[config.mk]
export PLATFORM = sky130hd
export DESIGN_NAME = http_date_to_epoch_seconds_top
export DESIGN_NICKNAME = d
export VERILOG_FILES = /design/src/hw/rtl/hdte_pkg.sv /design/src/hw/rtl/http_date_to_epoch_seconds_top.sv /design/src/hw/rtl/hdte_ctrl.sv /design/src/hw/rtl/hdte_dp.sv
export SDC_FILE = /design/constraint.sdc
export NUM_CORES = 2
export LEC_CHECK = 0
export ABC_AREA = 1
export BUFFER_PORTS_ARGS = -buffer_cell sky130_fd_sc_hd__buf_4
export CORE_MARGIN = 2
export CORE_UTILIZATION = 40
export DETAILED_ROUTE_END_ITERATION = 16
export GPL_ROUTABILITY_DRIVEN = 0
export PLACE_DENSITY = 0.67
export SLEW_MARGIN = 25
export SYNTH_ARGS = -nofsm -noshare
export SYNTH_HDL_FRONTEND = slang
export SYNTH_SLANG_ARGS = --single-unit
[constraint.sdc]
create_clock -name clk -period 11.51 [get_ports clk]
set_clock_uncertainty 0.05 [all_clocks]
set_input_delay 2.302 -clock clk [delete_from_list [all_inputs] [get_ports clk]]
set_output_delay 2.302 -clock clk [all_outputs]
set_load 0.02 [all_outputs]
[src/hw/rtl/hdte_pkg.sv]
`timescale 1ns / 1ps
// ----------------------------------------------------------------------------
// HTTP date to epoch seconds: shared types, constants and helpers
// Widths, parse phases, status codes, controller states and the
// command/status bundles between controller and datapath.
// ----------------------------------------------------------------------------
package hdte_pkg;

  localparam int MAX_DIGITS = 4;
  localparam int MIN_LENGTH = 20;

  localparam int ACC_W  = $clog2(10 ** MAX_DIGITS);
  localparam int TL_W   = $clog2(((MAX_DIGITS > 3) ? MAX_DIGITS : 3) + 1);
  localparam int LEN_W  = $clog2(MIN_LENGTH + 1);
  localparam int SEC_W  = 40;
  localparam int STAT_W = 3;
  localparam int YOE_W  = 9;
  localparam int ERA_W  = (ACC_W > 9) ? ACC_W - 6 : 3;
  localparam int Q_W    = ERA_W - 1;
  localparam int REM_W  = (ACC_W >= 9) ? ACC_W + 1 : 10;
  localparam int DOE_W  = ((ACC_W > 18) ? ACC_W : 18) + 2;
  localparam int DAYS_W = (ACC_W + 13 > DOE_W + 1) ? ACC_W + 13 : DOE_W + 1;
  localparam int HMS_W  = ACC_W + 12;

  // floor(y / 400) by reciprocal multiply, then one correction step
  localparam int RCP_SHIFT = ACC_W + 9;
  localparam int RCP_W     = ACC_W + 1;
  localparam int PROD_W    = ACC_W + RCP_W;
  localparam logic [RCP_W-1:0] ERA_RECIP = RCP_W'((64'd1 << RCP_SHIFT) / 64'd400);

  localparam logic [8:0]              YEARS_PER_ERA  = 9'd400;
  localparam logic [8:0]              DAYS_PER_YEAR  = 9'd365;
  localparam logic signed [18:0]      DAYS_PER_ERA   = 19'sd146097;
  localparam logic signed [DAYS_W-1:0] EPOCH_DAYS    = DAYS_W'(719468);
  localparam logic signed [17:0]      SECS_PER_DAY   = 18'sd86400;
  localparam logic [11:0]             SECS_PER_HOUR  = 12'd3600;
  localparam logic [5:0]              SECS_PER_MIN   = 6'd60;

  localparam logic [7:0] CH_NUL   = 8'h00;
  localparam logic [7:0] CH_COMMA = 8'h2c;
  localparam logic [7:0] CH_COLON = 8'h3a;
  localparam logic [7:0] CH_ZERO  = 8'h30;
  localparam logic [7:0] CH_NINE  = 8'h39;
  localparam logic [7:0] CH_SPACE = 8'h20;
  localparam logic [7:0] CH_TAB   = 8'h09;
  localparam logic [7:0] CH_CR    = 8'h0d;

  typedef enum logic [3:0] {
    PH_WD_PRE, PH_WD, PH_DAY_PRE, PH_DAY, PH_MON_PRE, PH_MON,
    PH_YEAR_PRE, PH_YEAR, PH_HOUR_PRE, PH_HOUR, PH_MIN_PRE, PH_MIN,
    PH_SEC_PRE, PH_SEC, PH_DONE
  } phase_t;

  typedef enum logic [STAT_W-1:0] {
    ST_OK, ST_SHORT, ST_MISMATCH, ST_MONTH, ST_LONG
  } status_t;

  typedef enum logic [2:0] {
    S_RUN, S_MONTH, S_ERA, S_CORR, S_DOE, S_DAYS, S_MUL, S_LOAD
  } ctrl_state_t;

  typedef struct packed {
    logic parse;
    logic ld_month;
    logic ld_era;
    logic ld_corr;
    logic ld_doe;
    logic ld_days;
    logic ld_mul;
    logic ld_out;
  } dp_cmd_t;

  typedef struct packed {
    logic out_free;
    logic out_pending;
  } dp_stat_t;

  function automatic logic is_space(input logic [7:0] c);
    return (c == CH_SPACE) || (c >= CH_TAB && c <= CH_CR);
  endfunction

  function automatic logic is_digit(input logic [7:0] c);
    return (c >= CH_ZERO) && (c <= CH_NINE);
  endfunction

  // 1..12 for a known month token, 0 otherwise
  function automatic logic [3:0] month_index(input logic [23:0] t);
    logic [3:0] m;
    unique case (t)
      "Jan":   m = 4'd1;
      "Feb":   m = 4'd2;
      "Mar":   m = 4'd3;
      "Apr":   m = 4'd4;
      "May":   m = 4'd5;
      "Jun":   m = 4'd6;
      "Jul":   m = 4'd7;
      "Aug":   m = 4'd8;
      "Sep":   m = 4'd9;
      "Oct":   m = 4'd10;
      "Nov":   m = 4'd11;
      "Dec":   m = 4'd12;
      default: m = 4'd0;
    endcase
    return m;
  endfunction

  // Day of a March-based year on which the month starts
  function automatic logic [8:0] month_base(input logic [3:0] m);
    logic [8:0] b;
    unique case (m)
      4'd1:    b = 9'd306;
      4'd2:    b = 9'd337;
      4'd3:    b = 9'd0;
      4'd4:    b = 9'd31;
      4'd5:    b = 9'd61;
      4'd6:    b = 9'd92;
      4'd7:    b = 9'd122;
      4'd8:    b = 9'd153;
      4'd9:    b = 9'd184;
      4'd10:   b = 9'd214;
      4'd11:   b = 9'd245;
      4'd12:   b = 9'd275;
      default: b = 9'd0;
    endcase
    return b;
  endfunction

  function automatic logic [1:0] div100(input logic [YOE_W-1:0] v);
    logic [1:0] q;
    priority if (v >= YOE_W'(300)) q = 2'd3;
    else if (v >= YOE_W'(200))     q = 2'd2;
    else if (v >= YOE_W'(100))     q = 2'd1;
    else                           q = 2'd0;
    return q;
  endfunction

endpackage

[src/hw/rtl/http_date_to_epoch_seconds_top.sv]
`timescale 1ns / 1ps
// ----------------------------------------------------------------------------
// HTTP date to epoch seconds, top level
// Usage:
//   Feed the Date header text one byte per request on the input channel,
//   in_last_char set on the final byte. Bytes are taken one per cycle
//   while the block is parsing. A NUL byte ends the text; later bytes only
//   count toward the length check.
//   The final byte starts a seven-step conversion sequence (month lookup,
//   era split by reciprocal multiply, day count, day-to-seconds multiply);
//   in_stall stays high through it, and the result request appears on
//   the output channel when the last step loads the output register.
//   Throughput is one byte per cycle, stalled during each conversion.
//   Non-final bytes give no result. out_status: 0 ok, 1 too short,
//   2 pattern mismatch, 3 unknown month, 4 number too long;
//   out_epoch_seconds is zero unless the status is ok.
//   The output register holds a result while out_stall is high and the
//   next header is parsed meanwhile; its conversion waits in the last step
//   until the register is free.
//   Synchronous reset clears the parser and drops any pending result.
// ----------------------------------------------------------------------------
module http_date_to_epoch_seconds_top (
  input  logic                               clk,
  input  logic                               rst_n,
  input  logic                               in_valid,
  output logic                               in_stall,
  input  logic [7:0]                         in_character,
  input  logic                               in_last_char,
  output logic                               out_valid,
  input  logic                               out_stall,
  output logic [hdte_pkg::STAT_W-1:0]        out_status,
  output logic signed [hdte_pkg::SEC_W-1:0]  out_epoch_seconds
);
  import hdte_pkg::*;

  dp_cmd_t  cmd;
  dp_stat_t stat;

  hdte_ctrl u_ctrl (
    .clk          (clk),
    .rst_n        (rst_n),
    .in_valid     (in_valid),
    .in_last_char (in_last_char),
    .stat         (stat),
    .cmd          (cmd),
    .in_stall     (in_stall)
  );

  hdte_dp u_dp (
    .clk               (clk),
    .rst_n             (rst_n),
    .cmd               (cmd),
    .stat              (stat),
    .in_character      (in_character),
    .out_valid         (out_valid),
    .out_stall         (out_stall),
    .out_status        (out_status),
    .out_epoch_seconds (out_epoch_seconds)
  );

  // a final byte always starts the conversion, which blocks new input
  a_last_stalls: assert property (@(posedge clk) disable iff (!rst_n)
    (in_valid && !in_stall && in_last_char) |=> in_stall)
    else $error("input taken right after a final byte");

  // a failed header never reports a time
  a_fail_zero: assert property (@(posedge clk) disable iff (!rst_n)
    (out_valid && out_status != ST_OK) |-> (out_epoch_seconds == '0))
    else $error("nonzero seconds with a failure status");

  // results only come out of the conversion sequence
  a_rise_after_conv: assert property (@(posedge clk) disable iff (!rst_n)
    $rose(out_valid) |-> $past(in_stall))
    else $error("result appeared without a conversion");

  // the output register is loaded only when it is free
  a_load_free: assert property (@(posedge clk) disable iff (!rst_n)
    cmd.ld_out |-> (!stat.out_pending || !out_stall))
    else $error("pending result overwritten");

endmodule

[src/hw/rtl/hdte_ctrl.sv]
`timescale 1ns / 1ps
// ----------------------------------------------------------------------------
// HTTP date controller
// Steps the datapath: character parsing, the conversion sequence after
// the last character, and the hand-off into the output register.
// ----------------------------------------------------------------------------
module hdte_ctrl (
  input  logic               clk,
  input  logic               rst_n,
  input  logic               in_valid,
  input  logic               in_last_char,
  input  hdte_pkg::dp_stat_t stat,
  output hdte_pkg::dp_cmd_t  cmd,
  output logic               in_stall
);
  import hdte_pkg::*;

  ctrl_state_t state_r, state_nxt;

  always_ff @(posedge clk) begin
    if (!rst_n) begin
      state_r <= S_RUN;
    end else begin
      state_r <= state_nxt;
    end
  end

  always_comb begin
    state_nxt = state_r;
    unique case (state_r)
      S_RUN: begin
        if (in_valid && in_last_char) state_nxt = S_MONTH;
      end
      S_MONTH: state_nxt = S_ERA;
      S_ERA:   state_nxt = S_CORR;
      S_CORR:  state_nxt = S_DOE;
      S_DOE:   state_nxt = S_DAYS;
      S_DAYS:  state_nxt = S_MUL;
      S_MUL:   state_nxt = S_LOAD;
      S_LOAD: begin
        // hold until the output register can take the result
        if (stat.out_free) state_nxt = S_RUN;
      end
      default: state_nxt = S_RUN;
    endcase
  end

  always_comb begin
    cmd      = '0;
    in_stall = 1'b1;
    unique case (state_r)
      S_RUN: begin
        in_stall  = 1'b0;
        cmd.parse = in_valid;
      end
      S_MONTH: cmd.ld_month = 1'b1;
      S_ERA:   cmd.ld_era   = 1'b1;
      S_CORR:  cmd.ld_corr  = 1'b1;
      S_DOE:   cmd.ld_doe   = 1'b1;
      S_DAYS:  cmd.ld_days  = 1'b1;
      S_MUL:   cmd.ld_mul   = 1'b1;
      S_LOAD:  cmd.ld_out   = stat.out_free;
      default: cmd = '0;
    endcase
  end

endmodule

[src/hw/rtl/hdte_dp.sv]
`timescale 1ns / 1ps
// ----------------------------------------------------------------------------
// HTTP date datapath
// Pattern parser over the header characters, the days-from-civil
// conversion registers and the output register.
// ----------------------------------------------------------------------------
module hdte_dp (
  input  logic                                clk,
  input  logic                                rst_n,
  input  hdte_pkg::dp_cmd_t                   cmd,
  output hdte_pkg::dp_stat_t                  stat,
  input  logic [7:0]                          in_character,
  output logic                                out_valid,
  input  logic                                out_stall,
  output logic [hdte_pkg::STAT_W-1:0]         out_status,
  output logic signed [hdte_pkg::SEC_W-1:0]   out_epoch_seconds
);
  import hdte_pkg::*;

  // parser state
  phase_t           phase_r, phase_nxt;
  logic [TL_W-1:0]  tl_r, tl_nxt;
  logic [LEN_W-1:0] len_r, len_nxt;
  status_t          fail_r, fail_nxt;
  logic [ACC_W-1:0] acc_r, acc_nxt;
  logic [23:0]      mon_r, mon_nxt;
  logic [ACC_W-1:0] day_r, day_nxt;
  logic [ACC_W-1:0] year_r, year_nxt;
  logic [ACC_W-1:0] hour_r, hour_nxt;
  logic [ACC_W-1:0] min_r, min_nxt;

  // conversion registers
  status_t                  stat_r, stat_nxt;
  logic [3:0]               month_r, month_nxt;
  logic signed [DOE_W-1:0]  doy_r, doy_nxt;
  logic                     yneg_r, yneg_nxt;
  logic [ACC_W-1:0]         y_r, y_nxt;
  logic [PROD_W-1:0]        prod_r, prod_nxt;
  logic signed [ERA_W-1:0]  era_r, era_nxt;
  logic [YOE_W-1:0]         yoe_r, yoe_nxt;
  logic signed [DOE_W-1:0]  doe_r, doe_nxt;
  logic signed [DAYS_W-1:0] days_r, days_nxt;
  logic [HMS_W-1:0]         hms_r, hms_nxt;
  logic [SEC_W-1:0]         mul_r, mul_nxt;

  // output register
  logic                     out_valid_r;
  status_t                  out_status_r;
  logic [SEC_W-1:0]         out_epoch_r, out_epoch_nxt;

  logic [Q_W-1:0]                 q_est;
  logic [REM_W-1:0]               rem;
  logic signed [ERA_W+18:0]       era_days;
  logic signed [DAYS_W+17:0]      day_secs;

  // ---------------------------------------------------------------- parser
  always_comb begin
    logic             sp;
    logic             dg;
    logic [ACC_W-1:0] dval;
    phase_t           eff;

    sp   = is_space(in_character);
    dg   = is_digit(in_character);
    dval = ACC_W'(in_character - CH_ZERO);
    eff  = phase_r;

    phase_nxt = phase_r;
    tl_nxt    = tl_r;
    fail_nxt  = fail_r;
    acc_nxt   = acc_r;
    mon_nxt   = mon_r;
    day_nxt   = day_r;
    year_nxt  = year_r;
    hour_nxt  = hour_r;
    min_nxt   = min_r;
    len_nxt   = (len_r < LEN_W'(MIN_LENGTH)) ? len_r + LEN_W'(1) : len_r;

    if (in_character == CH_NUL) begin
      // end of text: only a seconds field in progress completes the pattern
      if (fail_r == ST_OK) begin
        if (phase_r == PH_SEC) begin
          phase_nxt = PH_DONE;
        end else if (phase_r != PH_DONE) begin
          fail_nxt = ST_MISMATCH;
        end
      end
    end else if (fail_r == ST_OK) begin
      // a day, month or year field that ends on this character hands it to the next phase
      unique case (phase_r)
        PH_DAY: begin
          if (!dg) begin
            day_nxt = acc_r;
            eff     = PH_MON_PRE;
          end
        end
        PH_MON: begin
          if (sp || tl_r >= TL_W'(3)) eff = PH_YEAR_PRE;
        end
        PH_YEAR: begin
          if (!dg) begin
            year_nxt = acc_r;
            eff      = PH_HOUR_PRE;
          end
        end
        default: eff = phase_r;
      endcase
      phase_nxt = eff;

      unique case (eff)
        PH_WD_PRE: begin
          if (!sp) begin
            tl_nxt    = TL_W'(1);
            phase_nxt = PH_WD;
          end
        end
        PH_WD: begin
          if (!sp && tl_r < TL_W'(3)) begin
            tl_nxt = tl_r + TL_W'(1);
          end else if (in_character == CH_COMMA) begin
            phase_nxt = PH_DAY_PRE;
          end else begin
            fail_nxt = ST_MISMATCH;
          end
        end
        PH_DAY_PRE, PH_YEAR_PRE, PH_HOUR_PRE, PH_MIN_PRE, PH_SEC_PRE: begin
          if (!sp) begin
            if (!dg) begin
              fail_nxt = ST_MISMATCH;
            end else begin
              acc_nxt   = dval;
              tl_nxt    = TL_W'(1);
              phase_nxt = phase_t'(eff + 4'd1);
            end
          end
        end
        PH_DAY, PH_YEAR, PH_HOUR, PH_MIN, PH_SEC: begin
          if (dg) begin
            if (tl_r >= TL_W'(MAX_DIGITS)) begin
              fail_nxt = ST_LONG;
            end else begin
              tl_nxt  = tl_r + TL_W'(1);
              acc_nxt = ACC_W'((acc_r << 3) + (acc_r << 1) + dval);
            end
          end else if (eff == PH_HOUR) begin
            hour_nxt = acc_r;
            if (in_character == CH_COLON) phase_nxt = PH_MIN_PRE;
            else fail_nxt = ST_MISMATCH;
          end else if (eff == PH_MIN) begin
            min_nxt = acc_r;
            if (in_character == CH_COLON) phase_nxt = PH_SEC_PRE;
            else fail_nxt = ST_MISMATCH;
          end else if (eff == PH_SEC) begin
            phase_nxt = PH_DONE;
          end
        end
        PH_MON_PRE: begin
          if (!sp) begin
            mon_nxt   = {in_character, 16'h0000};
            tl_nxt    = TL_W'(1);
            phase_nxt = PH_MON;
          end
        end
        PH_MON: begin
          if (tl_r == TL_W'(1)) mon_nxt[15:8] = in_character;
          else mon_nxt[7:0] = in_character;
          tl_nxt = tl_r + TL_W'(1);
        end
        default: phase_nxt = eff;
      endcase
    end
  end

  always_ff @(posedge clk) begin
    if (!rst_n || cmd.ld_out) begin
      phase_r <= PH_WD_PRE;
      tl_r    <= '0;
      len_r   <= '0;
      fail_r  <= ST_OK;
    end else if (cmd.parse) begin
      phase_r <= phase_nxt;
      tl_r    <= tl_nxt;
      len_r   <= len_nxt;
      fail_r  <= fail_nxt;
    end
  end

  always_ff @(posedge clk) begin
    if (cmd.parse) begin
      acc_r  <= acc_nxt;
      mon_r  <= mon_nxt;
      day_r  <= day_nxt;
      year_r <= year_nxt;
      hour_r <= hour_nxt;
      min_r  <= min_nxt;
    end
  end

  // ------------------------------------------------------------ conversion
  always_comb begin
    logic [3:0] m;

    m         = month_index(mon_r);
    month_nxt = m;
    priority if (len_r < LEN_W'(MIN_LENGTH))            stat_nxt = ST_SHORT;
    else if (fail_r != ST_OK)                           stat_nxt = fail_r;
    else if (phase_r != PH_SEC && phase_r != PH_DONE)   stat_nxt = ST_MISMATCH;
    else if (m == 4'd0)                                 stat_nxt = ST_MONTH;
    else                                                stat_nxt = ST_OK;
    doy_nxt = DOE_W'(month_base(m)) + DOE_W'(day_r) - DOE_W'(1);
  end

  always_comb begin
    logic mlow;
    mlow     = (month_r <= 4'd2);
    yneg_nxt = mlow && (year_r == '0);
    y_nxt    = year_r - ACC_W'(mlow);
    prod_nxt = PROD_W'(y_nxt) * PROD_W'(ERA_RECIP);
  end

  always_comb begin
    logic [Q_W-1:0] q_fix;
    q_est = Q_W'(prod_r >> RCP_SHIFT);
    rem   = REM_W'(y_r) - REM_W'(q_est) * REM_W'(YEARS_PER_ERA);
    if (rem >= REM_W'(YEARS_PER_ERA)) begin
      q_fix   = q_est + Q_W'(1);
      yoe_nxt = YOE_W'(rem - REM_W'(YEARS_PER_ERA));
    end else begin
      q_fix   = q_est;
      yoe_nxt = YOE_W'(rem);
    end
    // year -1 (January or February of year 0) sits in era -1
    if (yneg_r) begin
      era_nxt = '1;
      yoe_nxt = YOE_W'(399);
    end else begin
      era_nxt = ERA_W'(q_fix);
    end
  end

  always_comb begin
    doe_nxt = DOE_W'(yoe_r) * DOE_W'(DAYS_PER_YEAR) + DOE_W'(yoe_r >> 2)
              - DOE_W'(div100(yoe_r)) + doy_r;
  end

  always_comb begin
    era_days = era_r * DAYS_PER_ERA;
    days_nxt = DAYS_W'(era_days) + DAYS_W'(doe_r) - EPOCH_DAYS;
    hms_nxt  = HMS_W'(hour_r) * HMS_W'(SECS_PER_HOUR)
               + HMS_W'(min_r) * HMS_W'(SECS_PER_MIN) + HMS_W'(acc_r);
  end

  always_comb begin
    day_secs = days_r * SECS_PER_DAY;
    mul_nxt  = SEC_W'(day_secs);
  end

  always_comb begin
    if (stat_r == ST_OK) out_epoch_nxt = mul_r + SEC_W'(hms_r);
    else out_epoch_nxt = '0;
  end

  always_ff @(posedge clk) begin
    if (cmd.ld_month) begin
      month_r <= month_nxt;
      stat_r  <= stat_nxt;
      doy_r   <= doy_nxt;
    end
    if (cmd.ld_era) begin
      yneg_r <= yneg_nxt;
      y_r    <= y_nxt;
      prod_r <= prod_nxt;
    end
    if (cmd.ld_corr) begin
      era_r <= era_nxt;
      yoe_r <= yoe_nxt;
    end
    if (cmd.ld_doe) begin
      doe_r <= doe_nxt;
    end
    if (cmd.ld_days) begin
      days_r <= days_nxt;
      hms_r  <= hms_nxt;
    end
    if (cmd.ld_mul) begin
      mul_r <= mul_nxt;
    end
  end

  // -------------------------------------------------------- output register
  always_ff @(posedge clk) begin
    if (!rst_n) begin
      out_valid_r <= 1'b0;
    end else if (cmd.ld_out) begin
      out_valid_r <= 1'b1;
    end else if (!out_stall) begin
      out_valid_r <= 1'b0;
    end
  end

  always_ff @(posedge clk) begin
    if (cmd.ld_out) begin
      out_status_r <= stat_r;
      out_epoch_r  <= out_epoch_nxt;
    end
  end

  assign stat.out_free    = !out_valid_r || !out_stall;
  assign stat.out_pending = out_valid_r;

  assign out_valid         = out_valid_r;
  assign out_status        = out_status_r;
  assign out_epoch_seconds = $signed(out_epoch_r);

endmodule
==> Yosys cells after proc, flatten, opt, wreduce, memory -nomap -nowiden <==
Memory sizes are Yosys's and may differ from the RTL's.
Index checks and enable logic that the tools add are counted.
{ "classes": {"add_sub_neg": 20, "multipliers": 7, "magnitude_cmp": 13, "eq_ne": 63, "mux": 78, "bitwise_logic": 4, "reduce_logical": 42} }
{ "op_table": {"columns": ["op", "n"], "rows": [
  ["24-bit by 23-bit equality test with 1-bit output (second input constant)", 12],
  ["4-bit 2-to-1 mux", 21],
  ["3-bit 2-to-1 mux", 24],
  ["14-bit 2-to-1 mux", 4],
  ["4-bit one-hot mux with 12 select lines", 1],
  ["40-bit by 26-bit adder with 40-bit output", 1],
  ["27-bit by 11-bit multiplier with 33-bit output (second input constant)", 1],
  ["16-bit one-hot mux with 2 select lines", 1],
  ["14-bit by 15-bit multiplier with 29-bit output (second input constant)", 1],
  ["14-bit adder", 2],
  ["4-bit equality test (second input constant)", 7],
  ["14-bit one-hot mux with 2 select lines", 1],
  ["27-bit by 20-bit adder with 27-bit output", 1],
  ["8-bit by 19-bit multiplier with 27-bit output (second input constant)", 1],
  ["27-bit by 21-bit subtractor with 27-bit output (second input constant)", 1],
  ["26-bit by 14-bit adder with 26-bit output", 1],
  ["26-bit by 20-bit adder with 26-bit output", 1],
  ["4-bit by 3-bit equality test with 1-bit output (second input constant)", 6],
  ["8-bit by 6-bit equality test with 1-bit output (second input constant)", 3],
  ["8-bit 2-to-1 mux", 3],
  ["3-bit one-hot mux with 8 select lines", 1],
  ["14-bit by 8-bit multiplier with 22-bit output (second input constant)", 1],
  ["20-bit adder", 1],
  ["4-bit one-hot mux with 5 select lines", 1],
  ["69 further kinds", 130]
]} }
{ "word_totals": {"register_bits": 350, "mem_bits_ro": 144, "inputBits": 13, "out_inout_bits": 45, "wordCells": 257, "memories": 1} }
{ "mem_list": {"columns": ["memory", "words", "word_bits", "rd", "rd_clocked_by_memory_dff", "write_ports", "line_no", "rtl"], "rows": [
  ["(no name shown)", 16, 9, 1, 0, 0, "hdte_pkg.sv:110", "unique case (m)"]
]} }

==> Logic depth before layout (Yosys ltp) <==
{ "logic_depth": {"depth_word": 16, "mapped_depth": 35} }

==> By module <==
From an unflattened synthesis, not the netlist that was laid out.
{ "unflattened": {"cells_unflattened": 3672, "hier_area_um2": 34918.5} }
{ "modules_own_cells": {"columns": ["mod", "n_inst", "cells_per_inst", "area_per_inst_um2"], "rows": [
  ["hdte_dp", 1, 3639, 34718.3],
  ["hdte_ctrl", 1, 33, 200.2]
]} }

==> Least setup slack after synthesis <==
OpenSTA, ideal clock, no wires.
{ "synth_path": {"path_type": "flip-flop to flip-flop", "startpoint": "reg u_dp.month_r[3]", "endpoint": "reg u_dp.prod_r[27] (data pin)", "setup_time_ns": 0.258, "arrival_ns": 5.825, "setup_slack_ns": 5.377, "path_stages_with_launch": 26, "n_path_buf": 0, "period_less_slack_ns": 6.133, "path_cell_list": "edfxtp_1 -> nor2_1 -> o21ai_0 -> inv_1 -> ha_1 -> nand3_1 -> nor2_1 -> nand2_1 -> o21a_1 -> nor2_1 -> fa_1 -> fa_1 -> fa_1 -> inv_1 -> fa_1 -> fa_1 -> fa_1 -> ha_1 -> a21oi_1 -> o21a_1 -> a21bo_2 -> nand2_1 -> o211ai_1 -> nand2_1 -> nand3_1 -> xor2_1"} }
{ "synth_between": {"elab_chain_len": 3} }
{ "synth_rtl": {"columns": ["element", "line_no", "rtl"], "rows": [
  ["start: declaration", "hdte_dp.sv:34", "logic [3:0] month_r, month_nxt;"],
  ["start signal: assignment", "hdte_dp.sv:265", "month_r <= month_nxt;"],
  ["4-bit by 2-bit <= comparator with 1-bit output", "hdte_dp.sv:215", "mlow = (month_r <= 4'd2);"],
  ["14-bit by 1-bit subtractor with 14-bit output", "hdte_dp.sv:217", "y_nxt = year_r - ACC_W'(mlow);"],
  ["14-bit by 15-bit multiplier with 29-bit output", "hdte_dp.sv:218", "prod_nxt = PROD_W'(y_nxt) * PROD_W'(ERA_RECIP);"],
  ["net u_dp.prod_nxt[27]", "hdte_dp.sv:38", "logic [PROD_W-1:0] prod_r, prod_nxt;"],
  ["end signal: assignment", "hdte_dp.sv:272", "prod_r <= prod_nxt;"],
  ["end: declaration", "hdte_dp.sv:38", null]
]} }
The timed path passes the listed nets, and every way through them passes these cells.
A chain may end at the register's enable or synchronous reset.

==> Final worst setup path <==
{ "layout_path": {"startpoint": "reg u_dp.month_r[1]", "endpoint": "reg u_dp.prod_r[28] (data pin)"} }
{ "layout_between": {"elab_chain_len": 3} }
{ "layout_rtl": {"columns": ["element", "line_no", "rtl"], "rows": [
  ["4-bit by 2-bit <= comparator with 1-bit output", "hdte_dp.sv:215", null],
  ["14-bit by 1-bit subtractor with 14-bit output", "hdte_dp.sv:217", null],
  ["net u_dp.y_nxt[13]", "hdte_dp.sv:37", "logic [ACC_W-1:0] y_r, y_nxt;"],
  ["14-bit by 15-bit multiplier with 29-bit output", "hdte_dp.sv:218", null],
  ["net u_dp.prod_nxt[28]", "hdte_dp.sv:38", null]
]} }
The timed path passes the listed nets, and every way through them passes these cells.

==> results.cfg <==
[place]
dp_hpwl_um = 62500
dp_slack_ns = 4.77
portBuffers = 57

[grt]
antenna_found_initial = 0
grt_max_degree = 54
grt_pass1_wl_um = 124000
track_usage = 0.166
grt-ovfl-total = 0
grt_pass1_vias = 25287

[cts]
clockBufferDepth = 3
cts_setup_buffers = 0
cts_buffers = 38
tritoncts = yes
clock_latency_ns = 0.59
clock-sinks = 326
clock-root-buffer = clkbuf_16
clk_pin_slew_worst_paths_ns = 0.07
cts_hold_buffers = 0
cts_resized = 0
h-tree-depth = 2

[synthesis]
yosysTopAreaCell = edfxtp_1
synth_edf_count = 308
syn_area_um2 = 35500
ys_seq_elements = 326
ys_warn_count = 0
ys_async_sr_fraction = 0
postSynthAreaPerCell_um2 = 9.19
postSynthCellCount = 3865
synthFlopType = edfxtp_1
yosysSeqAreaShare = 0.271
yosys.cell_types.count = 59
synth.area.top_cells = edfxtp_1 26%, ha_1 22%, fa_1 16%
synth_top_area_share = 0.260
synth_nets = 4782

[final_layout]
layout-drive-gt1-share = 0.0428
insertedDiodeCount = 0
n_fill_cell = 8515
synthToLayoutAreaGrowth_pct = 8.89
nNetsFinal = 4880

[sta]
timing.final.crit_period_ns = 6.71
timing.final.crit_share = 0.583
setup-violations-final = 0
tns_ns = 0
max_clock_freq_mhz = 149
rsz0062_at_grt = no
hold_viol = 0
worst_slack_ns = 4.80
final_max_slew_viol_count = 0
relSlewSlack = 0.352
worst_pin_slew_ns = 0.972

[die]
fp.dieArea_um2 = 91200
fp.dieW_um = 302
dieHeight_um = 302
core-area_um2 = 88200
start_util = 0.402
io_pins = 58
row_count = 109

[detailed_routing]
drt_iter0_drc = 1467
firstDrtPassIters = 6
vias = 25488
wl_met2_um = 35100
wl_met1_um = 34600
met3_wirelength_um = 3040
via_per_inst = 4.94
wire_per_inst_um = 14.4
drc_errors = 0
totalWireLength_um = 74400
drt.antenna.violating_nets = 0
top_layer = met4

[setup_path]
crit_path_start = u_dp.month_r[1]
critPathBufInv = 7
start_kind = flip-flop
reg2reg_to = u_dp.prod_r[28]
reg2reg_depth = 31
path_depth = 31
arrival_ns = 6.98
reg2reg_slack_ns = 4.80
endpoint = u_dp.prod_r[28]
end_kind = flip-flop
cpMostUsedCell = inv_1
cp_top_family = adder cells
crit_type = flip-flop to flip-flop
critPathMaxFanout = 5
cpPeakStageDelay_ns = 0.53
cp.required_ns = 11.78
cpMaxStageDelayCell = fa_1
r2r_start = u_dp.month_r[1]

[outcome]
status = finished clean

[job]
drv_cap = 0

[hold_path]
hp-class = flip-flop to flip-flop
[worst min-delay path by stage]
stage	endpoint	cells after the start	start
after floorplan	u_dp.out_status[2]	0	u_dp.stat_r[2]
after global placement	u_dp.len_r[4]	2	u_dp.len_r[4]
after detailed placement	u_dp.len_r[4]	2	u_dp.len_r[4]
after CTS	u_dp.len_r[4]	2	u_dp.len_r[4]
after global routing	u_dp.len_r[4]	2	u_dp.len_r[3]
final	u_dp.len_r[4]	2	u_dp.len_r[4]
[cell usage in the layout (no fill, tap or decap), drive strengths merged, types with 11 or more instances in the layout]
master,Yosys,layout
a21o,18,18
a21oi,259,259
a31oi,19,19
buf,3,68
clkbuf,7,44
clkinv,1,16
dfxtp,18,18
edfxtp,308,308
fa,283,283
ha,621,621
inv,840,845
nand2,518,518
nand3,128,128
nand4,41,41
nor2,259,259
nor3,47,47
nor4,20,20
o211ai,16,16
o21a,16,16
o21ai,162,162
or2,11,11
xnor2,62,62
xor2,144,144
[metal layers]
layer | vias to the layer above | global-route usage
li1 | 12903 | -
met4 | 0 | 0.0401
met1 | 11985 | 0.224
met3 | 104 | 0.0226
met2 | 496 | 0.283
met5 | - | 0
[area by class of cell]
type,count,area (um2),area share
inverters,841,3160,0.0817
well taps,1165,1460,0.0377
multi-input cells,2688,22700,0.588
clock buffers,44,973,0.0252
flip-flops and latches,326,9610,0.249
clock inverters,26,225,0.00582
repair buffers,68,510,0.0132
[cells by family after synthesis]
family	after synthesis	synth area share
AO/OA/AOI/OAI	537	0.0844
AND/OR/NAND/NOR	1041	0.125
adder cells (fa/ha/maj)	904	0.378
XOR/XNOR	206	0.0508
flip-flops	326	0.271
buffers and inverters	851	0.0903
[synthesized netlist by cell type, types with 19 or more instances]
master    instances
nand4_1          41
nor2_1          255
nor3_1           45
a31oi_1          19
nor4_1           19
xnor2_1          62
o21ai_0         156
ha_1            621
nand2_1         509
inv_1           838
xor2_1          144
edfxtp_1        308
fa_1            283
nand3_1         126
a21oi_1         258
[tightest hold or removal path, cell delays in order, from the launching register on]
cell and delay [ns]:
dfxtp_1 0.30, inv_1 0.06, a21oi_1 0.06
[registers in the layout, indices dropped and copies added (netlist names), 8 cells and up]
| signal | flops |
|---|---|
| u_dp.hour_r | 14 |
| u_dp.doy_r | 20 |
| u_dp.min_r | 14 |
| u_dp.year_r | 14 |
| u_dp.doe_r | 20 |
| u_dp.era_r | 8 |
| u_dp.yoe_r | 9 |
| u_dp.mul_r | 33 |
| u_dp.days_r | 27 |
| u_dp.day_r | 14 |
| u_dp.mon_r | 24 |
| u_dp.y_r | 13 |
| u_dp.hms_r | 26 |
| u_dp.out_epoch_seconds | 40 |
| u_dp.acc_r | 14 |
[through the flow]
| step | hold WS, ns | utilization | cell area, um2 | instances |
|---|---|---|---|---|
| final | 0.412 | 0.438 | 38700 | 5158 |
| after CTS | 0.414 | 0.438 | 38700 | 5158 |
| after floorplan | 0.377 | - | 35500 | 3865 |
| after global placement | 0.398 | 0.425 | 37500 | 5088 |
| after detailed placement | 0.406 | 0.425 | 37500 | 5088 |
| after global routing | 0.448 | 0.438 | 38700 | 5158 |
Power is left out: the tool's default activity adds up to more than one toggle a clock period on the data nets, which glitch-free logic cannot reach.
